**config.mk**
```make
export PLATFORM = sky130hd
export DESIGN_NAME = tcgw_queue
export DESIGN_NICKNAME = d
export VERILOG_FILES = /design/src/design/tcgw_pkg.sv /design/src/design/tcgw_queue.sv
export SDC_FILE = /design/constraint.sdc
export NUM_CORES = 1
export LEC_CHECK = 0
export BUFFER_PORTS_ARGS = -buffer_cell sky130_fd_sc_hd__buf_2
export CAP_MARGIN = 40
export CORE_MARGIN = 2
export CORE_UTILIZATION = 50
export CTS_CLUSTER_SIZE = 40
export DETAILED_ROUTE_END_ITERATION = 10
export PLACE_DENSITY = 0.8
export SETUP_SLACK_MARGIN = 0.2
export SYNTH_ARGS = -nofsm -noshare
export SYNTH_HDL_FRONTEND = slang
export SYNTH_SLANG_ARGS = --single-unit
```
**constraint.sdc**
```tcl
create_clock -name clk -period 2.7 [get_ports clk]
set_clock_uncertainty 0.1 [all_clocks]
set_input_delay 0.54 -clock clk [delete_from_list [all_inputs] [get_ports clk]]
set_output_delay 0.54 -clock clk [all_outputs]
set_load 0.01 [all_outputs]
```
**src/design/tcgw_pkg.sv**
```systemverilog
// Shared types and constants for the text console grid writer.
// Holds the command beat format passed from front to back through the queue.
// No dependencies.
`timescale 1ns / 1ps
`default_nettype none

package tcgw_pkg;

  // Operation codes on the input channel
  localparam logic OP_PUT  = 1'b0;
  localparam logic OP_READ = 1'b1;

  // Character codes with special meaning
  localparam logic [7:0] CHAR_LF    = 8'd10;
  localparam logic [7:0] CHAR_CR    = 8'd13;
  localparam logic [7:0] CHAR_SPACE = 8'h20;

  // Command queue geometry (power of two)
  localparam int QUEUE_DEPTH = 2;
  localparam int QUEUE_AW    = $clog2(QUEUE_DEPTH);
  localparam int QUEUE_CW    = $clog2(QUEUE_DEPTH + 1);

  typedef enum logic [1:0] {
    CMD_READ,
    CMD_CR,
    CMD_LF,
    CMD_PUT
  } cmd_kind_t;

  typedef struct packed {
    cmd_kind_t  kind;
    logic [7:0] char_code;
    logic [4:0] read_row;
    logic [5:0] read_col;
    logic       read_ok;
  } cmd_t;

  // Back end status seen by the front end
  typedef struct packed {
    logic clearing;
  } bck_status_t;

endpackage

`default_nettype wire

```
**src/design/tcgw_queue.sv**
```systemverilog
// Short command queue between front and back end.
// Depends on tcgw_pkg.
`timescale 1ns / 1ps
`default_nettype none

module tcgw_queue (
  input  wire            clk,
  input  wire            rst_n,
  input  wire            push,
  input  tcgw_pkg::cmd_t wdata,
  output logic           full,
  input  wire            pop,
  output tcgw_pkg::cmd_t rdata,
  output logic           empty
);

  tcgw_pkg::cmd_t                    ent_r [tcgw_pkg::QUEUE_DEPTH];
  logic [tcgw_pkg::QUEUE_AW-1:0]     wr_ptr_r;
  logic [tcgw_pkg::QUEUE_AW-1:0]     rd_ptr_r;
  logic [tcgw_pkg::QUEUE_CW-1:0]     cnt_r;

  assign full  = (cnt_r == tcgw_pkg::QUEUE_CW'(tcgw_pkg::QUEUE_DEPTH));
  assign empty = (cnt_r == '0);
  assign rdata = ent_r[rd_ptr_r];

  always_ff @(posedge clk) begin
    if (push) begin
      ent_r[wr_ptr_r] <= wdata;
    end
  end

  always_ff @(posedge clk) begin
    if (!rst_n) begin
      wr_ptr_r <= '0;
      rd_ptr_r <= '0;
      cnt_r    <= '0;
    end else begin
      if (push) begin
        wr_ptr_r <= wr_ptr_r + 1'b1;
      end
      if (pop) begin
        rd_ptr_r <= rd_ptr_r + 1'b1;
      end
      if (push && !pop) begin
        cnt_r <= cnt_r + 1'b1;
      end else if (pop && !push) begin
        cnt_r <= cnt_r - 1'b1;
      end
    end
  end

endmodule

`default_nettype wire

```
==> results.cfg <==
[finish]
layout_commonest_cell = buf_2
fin_util_pct = 64.4
layout_common_cells = 49 x buf_2, 44 x edfxtp_1, 22 x mux2_2
stdcell_area_mm2 = 0.00218
final_nets = 176
fillers = 262
drive_above_1_share_pct = 56.0
final-seq-area_mm2 = 0.00142
multi_input_area_um2 = 365
area_delta_synth_final_pct = 21.4
n_antenna_cell = 0

[yosys]
synth_top_area_share_pct = 73.5
synthMuxAreaShare_pct = 13.8
avgSynthCellArea_um2 = 20.0
synth_fp_nets = 117
yosysUniqueCellTypes = 16
synth_xor_area_share_pct = 1.46
synthesis.area_mm2 = 0.00180
ys_seq_area_share_pct = 79.1
ys_warn_count = 0
synth_area_leaders = edfxtp_1 73%, mux2_2 14%, dfxtp_1 5.6%
synthAdderAreaFrac_pct = 0.696
synth_top_family_by_area = multiplexers
synth-simple-area-share_pct = 3.13
synth_compound_area_share_pct = 1.11
ys_seq_elements = 49
yosysTopAreaCell = edfxtp_1
syn_inst = 90

[sta]
final_max_slew_viol_count = 0
fin_tns_setup_ns = 0
worst_slew_pin_slew_ns = 0.465
fin_crit_ns = 2.05
fmax_mhz = 489
setup_viol = 0
slew_headroom_pct = 69.0
rsz0062_at_grt = no
hold_slack_ns = 0.274
period_share_pct = 75.8
fin_ws_ns = 0.653
finalHoldViolCount = 0

[drt]
ant_nets = 0
drt_iter0_markers = 14
post-route-drc-count = 0
drtPass1Iterations = 3
wl_mm = 2.74
wl_per_cell_um = 14.0
vias_per_cell = 4.81
vias = 943

[hold_path]
whs_endpoint = ent_r[0][10]
hold_start = wdata[10]
hold_depth = 1
hold_path.class = in -> reg

[clocking]
tritoncts = done
numCtsBuffers = 5
cts.repair.resized = 0
post_cts_buffers = 0
clockRootBuffer = clkbuf_4
cts_hold_buffers = 0
htreeDepth = 2
clockBufferDepth = 2
clk_latency_ns = 0.35
clk_pin_slew_worst_paths_ns = 0.13
clkSinkCount = 49

[setup_path]
critPathMaxFanout = 12
slowest_delay_ns = 0.36
path_cells = buf_4 > mux2_2 > buf_2
reg2reg_from = wr_ptr_r
reg2reg_depth = 2
ff2ff_setup_slack_ns = 1.21
cpLargestDelayFamily = multiplexers
start_kind = flip-flop
slowest_stage = mux2_2
cp.arrival_ns = 1.41
crit_path_end_kind = output port
critPathRequiredTime_ns = 2.06
worstSetupPathType = reg -> out
r2r-end = ent_r[1][20]
crit_buf_inv = 2

[flow_run]
maxCapViolCount = 0

[floorplanning]
coreArea_mm2 = 0.00339
ios = 50
dieHeight_um = 64.0
initial_core_util_pct = 53.0
dieWidth_um = 64.0
dieArea_mm2 = 0.00409
row_count = 21

[placement]
dp_slack_ns = 0.894
gp_congestion = 0.655
io_buffers = 49
dp.final_hpwl_mm = 1.98
placed_cell_area_mm2 = 0.00213

[run_status]
run_status = complete, no violations

[grt]
grt_first_pass_wirelength_mm = 4.30
antenna_found_initial = 0
grt_pass1_vias = 943
grt_use_total_pct = 14.6
grt_max_degree = 15
grt_overflow = 0

[pwr]
p_leak_nw = 0.840
ir_drop_v = 0.000352
p_per_area_mw_per_mm2 = 629
[per-layer routing]
layer | wire (um) | track usage (%) | part of all wire (%)
met2 | 1420 | 24.3 | 52
met3 | 166 | 4.93 | 6.1
met1 | 1130 | 17.2 | 41
met5 | 0 | 0 | 0
met4 | 27 | 6.52 | 0.99
[cell families after synthesis]
logic type,after synthesis
AO/OA/AOI/OAI,3
XOR/XNOR,3
adder cells (fa/ha/maj),1
buffers and inverters,3
flip-flops,49
multiplexers,22
AND/OR/NAND/NOR,9
[cell type report]
type                    instances  share of cell area [%]
multi-input cells              38                    16.7
well taps                      46                    2.64
clock inverters                 1                   0.344
flip-flops and latches         49                    65.1
inverters                       1                   0.172
clock buffers                   7                    2.06
repair buffers                 54                    13.0
[registers in the layout (all words and copies together), names as in the netlist, named ones only]
signal	flops
wr_ptr_r	1
ent_r	44
cnt_r	2
rd_ptr_r	1
[synth_stat cells]
cell and number:
a21boi_1 1, and2_1 4, and2b_2 1, buf_2 2, dfxtp_1 5, edfxtp_1 44
ha_1 1, inv_1 1, mux2_2 22, nor2_1 1, nor2b_1 2, o21a_1 1
o21ai_0 1, or3_1 1, xnor2_1 1, xor2_1 2
[report_power, final]
group	internal (W)	switching, W	total (W)
Combinational	0.0000944	0.0000893	0.000184
Clock	0.000103	0.000201	0.000305
Sequential	0.000872	0.0000136	0.000885
Total	0.00107	0.000304	0.00137
[through the flow]
step / instances / power [W]
after detailed placement: 188 / 0.00109
final: 196 / 0.00137
after global placement: 188 / 0.00108
after global routing: 196 / 0.00144
after CTS: 196 / 0.00139
after floorplan: 90 / 0.00101
[worst max-delay path by stage]
stage                         start            to  slack (ns)  depth (start not counted)
after floorplan                push   ent_r[0][0]        0.60                          1
after global placement         push  ent_r[1][13]        0.90                          3
after detailed placement       push  ent_r[1][13]        0.89                          3
after CTS                 flip-flop     rdata[20]        0.62                          3
after global routing      flip-flop     rdata[20]        0.56                          3
final                     flip-flop     rdata[20]        0.65                          3
No activity file was read; power rests on OpenSTA's default activity.
