--- config.mk ---
export PLATFORM = sky130hd
export DESIGN_NAME = tcgw_front
export DESIGN_NICKNAME = d
export VERILOG_FILES = /design/src/design/tcgw_pkg.sv /design/src/design/tcgw_front.sv
export SDC_FILE = /design/constraint.sdc
export NUM_CORES = 1
export LEC_CHECK = 0
export ABC_AREA = 1
export BUFFER_PORTS_ARGS = -buffer_cell sky130_fd_sc_hd__buf_2
export CORE_AREA = 3 3 40 42
export CTS_CLUSTER_SIZE = 8
export DETAILED_ROUTE_END_ITERATION = 7
export DIE_AREA = 0 0 43 45
export PLACE_DENSITY = 0.73
export RECOVER_POWER = 50
export SKIP_CTS_REPAIR_TIMING = 1
export SYNTH_ARGS = -nofsm -noshare
export SYNTH_HDL_FRONTEND = slang
export SYNTH_SLANG_ARGS = --single-unit
--- constraint.sdc ---
create_clock -name clk -period 0.8 [get_ports clk]
set_input_delay 0.16 -clock clk [delete_from_list [all_inputs] [get_ports clk]]
set_output_delay 0.16 -clock clk [all_outputs]
set_load 0.02 [all_outputs]
--- src/design/tcgw_pkg.sv ---
// Shared types and constants for the text console grid writer.
// Holds the command beat format passed from front to back through the queue.
// No dependencies.
`timescale 1ns / 1ps
`default_nettype none

package tcgw_pkg;

  // Operation codes on the input channel
  localparam logic OP_PUT  = 1'b0;
  localparam logic OP_READ = 1'b1;

  // Character codes with special meaning
  localparam logic [7:0] CHAR_LF    = 8'd10;
  localparam logic [7:0] CHAR_CR    = 8'd13;
  localparam logic [7:0] CHAR_SPACE = 8'h20;

  // Command queue geometry (power of two)
  localparam int QUEUE_DEPTH = 2;
  localparam int QUEUE_AW    = $clog2(QUEUE_DEPTH);
  localparam int QUEUE_CW    = $clog2(QUEUE_DEPTH + 1);

  typedef enum logic [1:0] {
    CMD_READ,
    CMD_CR,
    CMD_LF,
    CMD_PUT
  } cmd_kind_t;

  typedef struct packed {
    cmd_kind_t  kind;
    logic [7:0] char_code;
    logic [4:0] read_row;
    logic [5:0] read_col;
    logic       read_ok;
  } cmd_t;

  // Back end status seen by the front end
  typedef struct packed {
    logic clearing;
  } bck_status_t;

endpackage

`default_nettype wire

--- src/design/tcgw_front.sv ---
// Front end: accepts input beats, classifies them into commands.
// Depends on tcgw_pkg; feeds tcgw_queue.
`timescale 1ns / 1ps
`default_nettype none

module tcgw_front #(
  parameter int COLUMNS = 64,
  parameter int ROWS    = 24
) (
  input  wire                  clk,
  input  wire                  rst_n,
  input  wire                  in_valid,
  output logic                 in_ready,
  input  wire                  in_opcode,
  input  wire  [7:0]           in_char_code,
  input  wire  [4:0]           in_read_row,
  input  wire  [5:0]           in_read_col,
  input  tcgw_pkg::bck_status_t status,
  input  wire                  q_full,
  output logic                 q_push,
  output tcgw_pkg::cmd_t       q_wdata
);

  localparam logic [6:0] ROWS_W = 7'(ROWS);
  localparam logic [8:0] COLS_W = 9'(COLUMNS);

  // Hold input off while the screen is being cleared after reset
  logic hold_r;

  always_ff @(posedge clk) begin
    if (!rst_n) begin
      hold_r <= 1'b1;
    end else begin
      hold_r <= status.clearing;
    end
  end

  assign in_ready = !q_full && !hold_r && !status.clearing;
  assign q_push   = in_valid && in_ready;

  always_comb begin
    q_wdata           = '0;
    q_wdata.char_code = in_char_code;
    q_wdata.read_row  = in_read_row;
    q_wdata.read_col  = in_read_col;
    q_wdata.read_ok   = ({2'b00, in_read_row} < ROWS_W) && ({3'b000, in_read_col} < COLS_W);
    if (in_opcode == tcgw_pkg::OP_READ) begin
      q_wdata.kind = tcgw_pkg::CMD_READ;
    end else if (in_char_code == tcgw_pkg::CHAR_CR) begin
      q_wdata.kind = tcgw_pkg::CMD_CR;
    end else if (in_char_code == tcgw_pkg::CHAR_LF) begin
      q_wdata.kind = tcgw_pkg::CMD_LF;
    end else begin
      q_wdata.kind = tcgw_pkg::CMD_PUT;
    end
  end

endmodule

`default_nettype wire

==> impl_metrics.py, run 1 <==
metrics = {
    "status": {
        "status": "complete, but fails checks",
        "failed_checks": "setup timing",
    },
    "route": {
        "routed-via-count": 270,
        "firstDrtPassIters": 1,
        "postRouteAntennaNets": 0,
        "vias_per_cell": 3.86,
        "route.detailed.drc": 0,
        "wire_per_inst_um": 9.13,
        "wl_um": 639,
        "dr.first_iter.drc_count": 0,
    },
    "pwr": {
        "powerDensity_nw_per_um2": 661,
        "p_leak_nw": 0.219,
        "max-vdd-ir-drop_mv": 0.306,
    },
    "floorplanning": {
        "die-height_um": 45,
        "die_w_um": 43,
        "design.core.area_um2": 1280,
        "start_util": 0.199,
        "rows": 13,
        "ios": 49,
        "die-area_um2": 1940,
    },
    "finish": {
        "fin_util": 0.301,
        "areaGrowthSynthToFinish_pct": 51.5,
        "final_nets": 82,
        "drive_gt1_frac": 0.782,
        "reg_top3": "hold_r (1)",
        "largest_reg_flops": 1,
        "instances_no_fill": 70,
        "antenna_cells": 0,
        "registers.top_by_ff_count": "hold_r",
    },
    "worst_setup_path": {
        "cp.required_ns": 0.64,
        "crit_type": "in2out",
        "arrival_ns": 0.72,
        "endpoint_kind": "output pin",
        "cp_max_fo": 2,
        "start_kind": "input port",
    },
    "timing": {
        "fin_ws_ns": -0.0794,
        "rsz0062_at_grt": "yes",
        "fmaxAchievable_mhz": 1140,
        "min_period_ns": 0.879,
        "final-hold-violation-count": 0,
        "setup_violations": 3,
        "fin_tns_setup_ns": -0.190,
        "worst_pin_slew_ns": 0.112,
        "finalCritPeriodShare": 1.10,
        "slew_headroom": 0.926,
        "slew_viol_final": 0,
    },
    "job": {
        "maxCapViolations": 0,
    },
    "yosys": {
        "netlist_area_um2": 255,
        "yosys.area.top_type": "buf_4",
        "synth_top_area_share": 0.559,
        "ys_seq_area_frac": 0.0784,
        "synth_area_leaders": "buf_4, nor2_1, nand2_1, inv_1, dfxtp_1",
        "ys_warn_count": 0,
        "synthDistinctLibCells": 6,
        "synth_fp_nets": 69,
        "ys_ff_latch": 1,
        "syn_inst": 44,
        "syn_avg_cell_area_um2": 5.80,
    },
    "hold_path": {
        "min_path_type": "in2out",
    },
    "global_routing": {
        "grt_pass1_wl_um": 738,
        "grt_pass1_vias": 186,
        "gr-total-overflow": 0,
        "grt_max_degree": 4,
        "antenna_found_initial": 0,
        "grtUsageTotal": 0.0464,
    },
    "placed_design": {
        "portBuffers": 30,
        "placed_cells": 70,
        "gp_congestion": 0.604,
        "dp_hpwl_um": 474,
    },
}
[cell families (layout without fill, tap and decap cells)]
group,after synthesis,in the layout,share of synthesized area
buffers and inverters,25,36,0.647
and+or+nand+nor,18,18,0.275
DFF,1,1,0.0784
[final cells by class]
type | count | area, µm²
Inverter | 6 | 25.0
Fill cell | 141 | 898
Timing Repair Buffer | 30 | 213
Sequential cell | 1 | 20.0
Tap cell | 15 | 18.8
Multi-Input combinational cell | 18 | 110
[placed cells by master (no fill, tap or decap)]
cell	n
nor2_4	3
nor2_2	4
nand2_1	4
nand2_2	4
nor2_1	3
buf_6	6
inv_4	1
buf_8	2
inv_1	4
buf_4	2
dfxtp_1	1
inv_2	1
buf_2	20
[through the flow]
step	power (mW)	instance area, µm²	hold slack (ns)	setup slack, ns
floorplan	0.229	258	0.229	0.0106
global placement	0.204	284	0.320	-0.0688
detailed placement	0.206	284	0.320	-0.0912
CTS	0.206	284	0.320	-0.0916
global route	0.271	387	0.320	-0.154
finish	0.256	387	0.320	-0.0794
[final timing paths]
path | slack [ns] | end | cells past startpoint | startpoint
worst max-delay path | -0.08 | q_wdata[20] | 6 | in_char_code[4]
worst min-delay path | 0.32 | q_wdata[5] | 0 | in_read_col[4]
[critical path: stages]
cell and delay, ns:
buf_6 0.09, nor2_2 0.11, nand2_2 0.08, nor2_2 0.08, nor2_1 0.05, buf_4 0.15
[metal layers]
layer	GRT usage	part of all wire	vias to the layer above
met1	0.0548	0.26	110
met2	0.0838	0.49	30
met3	0.0159	0.25	0
met4	0.00602	0	0
li1	-	-	130
met5	0	0	-
[where the power goes]
group	switching (mW)	internal (mW)	leakage, nW
Sequential	0.000581	0.0536	0.00836
Combinational	0.107	0.0948	0.211
Clock	0	0	0
[synth_stat cells]
master and instances:
buf_4 19, nor2_1 9, nor2_2 1, inv_1 6, nand2_1 8, dfxtp_1 1
No activity file was read; power rests on OpenSTA's default activity.
==> inputs of run 2 (changes only) <==
--- a/config.mk
+++ b/config.mk
@@ -8,7 +8,7 @@
 export ABC_AREA = 1
 export BUFFER_PORTS_ARGS = -buffer_cell sky130_fd_sc_hd__buf_2
 export CORE_AREA = 3 3 40 42
-export CTS_CLUSTER_SIZE = 8
+export CTS_CLUSTER_SIZE = 40
 export DETAILED_ROUTE_END_ITERATION = 7
 export DIE_AREA = 0 0 43 45
 export PLACE_DENSITY = 0.73
==> constraint.sdc (replaced) <==
create_clock -name clk -period 1.1 [get_ports clk]
set_input_delay 0.22 -clock clk [delete_from_list [all_inputs] [get_ports clk]]
set_output_delay 0.22 -clock clk [all_outputs]
set_load 0.02 [all_outputs]
==> run 2 against run 1 <==
The flow now finishes without violations. First-iteration DRC count is 3 higher. Sequential share of layout area is 1.9 points higher. Via count is 2.6% lower. Highest routed layer unchanged.
==> impl_metrics.py, run 2 (synthesis results as in run 1) <==
metrics = {
    "status": {
        "status": "completed",
    },
    "worst_setup_path": {
        "slowest_stage": "buf_2",
        "critPathTopFamily": "simple AND/OR/NAND/NOR gates",
        "cp_max_fo": 2,
        "endpoint_kind": "output pin",
        "slowest_delay_ns": 0.15,
        "crit_chain": "buf_2 > nor2_2 > nand2_1 > nor2_1 > nor2_1 > buf_2",
        "crit_type": "in2out",
        "start_kind": "input port",
        "cp_num_buf_inv": 2,
        "arrival_ns": 0.78,
        "cp.required_ns": 0.88,
    },
    "timing": {
        "setup_violations": 0,
        "fmaxAchievable_mhz": 1000,
        "finalCritPeriodShare": 0.907,
        "worst_pin_slew_ns": 0.249,
        "slew_viol_final": 0,
        "fin_tns_setup_ns": 0,
        "slew_headroom": 0.835,
        "min_period_ns": 0.997,
        "final-hold-violation-count": 0,
        "rsz0062_at_grt": "no",
    },
    "pwr": {
        "p_total_mw": 0.149,
        "p_sw_mw": 0.0669,
        "switching_share": 0.448,
        "power_frac_clock": 0,
        "comb_power_share": 0.736,
        "max-vdd-ir-drop_mv": 0.199,
        "p_leak_nw": 0.192,
        "p_int_mw": 0.0824,
        "p_seq_frac": 0.264,
        "powerDensity_nw_per_um2": 526,
    },
    "route": {
        "vias_per_cell": 3.76,
        "firstDrtPassIters": 2,
        "dr.first_iter.drc_count": 3,
        "wire_per_inst_um": 7.83,
        "wl_um": 548,
        "routed-via-count": 263,
        "route.detailed.drc": 0,
        "postRouteAntennaNets": 0,
    },
    "finish": {
        "post-route-cell-area_um2": 284,
        "final_nets": 82,
        "reg_top3": "hold_r (1)",
        "multiInputGateArea_um2": 75.1,
        "areaGrowthSynthToFinish_pct": 11.3,
        "seqCellArea_um2": 20.0,
        "layout_common_cells": "buf_2, nand2_1, nor2_1",
        "drive_gt1_frac": 0.564,
        "final_common_cell": "buf_2",
        "largest_reg_flops": 1,
        "instances_no_fill": 70,
        "antenna_cells": 0,
        "n_fill_cell": 150,
        "registers.top_by_ff_count": "hold_r",
    },
    "placed_design": {
        "dp_hpwl_um": 519,
        "gp_congestion": 0.653,
        "placed_area_um2": 282,
        "placed_cells": 70,
        "portBuffers": 30,
    },
    "job": {
        "maxCapViolations": 0,
    },
    "floorplanning": {
        "start_util": 0.199,
        "ios": 49,
        "die-height_um": 45,
        "die_w_um": 43,
        "die-area_um2": 1940,
        "rows": 13,
        "design.core.area_um2": 1280,
    },
    "clocking": {
        "clkTransAtPathRegs_ns": 0,
    },
    "hold_path": {
        "worstHoldPathCells": 2,
        "min_path_type": "in2reg",
        "min_from": "rst_n",
        "hold_path_end": "hold_r",
    },
    "global_routing": {
        "grtUsageTotal": 0.0531,
        "antenna_found_initial": 0,
        "grt_pass1_wl_um": 834,
        "grt_pass1_vias": 228,
        "grt_max_degree": 4,
        "gr-total-overflow": 0,
    },
}
==> run 2: metrics by stage <==
| step | utilization | hold slack (ns) | worst slack, ns |
|---|---|---|---|
| 4_1_cts | 0.219 | 0.403 | 0.0775 |
| 6_report | 0.221 | 0.400 | 0.103 |
| 3_3_place_gp | 0.219 | 0.396 | 0.102 |
| 2_1_floorplan | - | 0.289 | 0.171 |
| 3_5_place_dp | 0.219 | 0.403 | 0.0795 |
| 5_1_grt | 0.221 | 0.406 | 0.0162 |
==> run 2: power by group through the flow <==
stage | logic (mW) | registers (mW) | clock network [mW]
2_1_floorplan | 0.126 | 0.0393 | 0
3_3_place_gp | 0.108 | 0.0395 | 0
3_5_place_dp | 0.110 | 0.0395 | 0
4_1_cts | 0.111 | 0.0395 | 0
5_1_grt | 0.121 | 0.0396 | 0
6_report | 0.110 | 0.0394 | 0
==> run 2: routing by layer <==
layer	wire length, µm	up-vias	track usage
li1	-	129	-
met1	170	101	0.0524
met2	230	33	0.114
met3	148	0	0.0159
met4	0	0	0
met5	0	-	0
==> run 2: cell type report <==
type | count | area share
multi-input cells | 18 | 0.264
repair buffers | 30 | 0.520
well taps | 15 | 0.0661
flip-flops and latches | 1 | 0.0705
inverters | 6 | 0.0793
==> run 2: how the worst max path moves through the flow <==
stage	startpoint	endpoint	slack (ns)	depth (start not counted)
after floorplan	hold_r	q_push	0.17	3
after global placement	in_char_code[0]	q_wdata[20]	0.10	6
after detailed placement	in_char_code[5]	q_wdata[21]	0.08	6
after CTS	in_char_code[5]	q_wdata[21]	0.08	6
after global routing	in_char_code[5]	q_wdata[21]	0.02	6
final	in_char_code[5]	q_wdata[21]	0.10	6
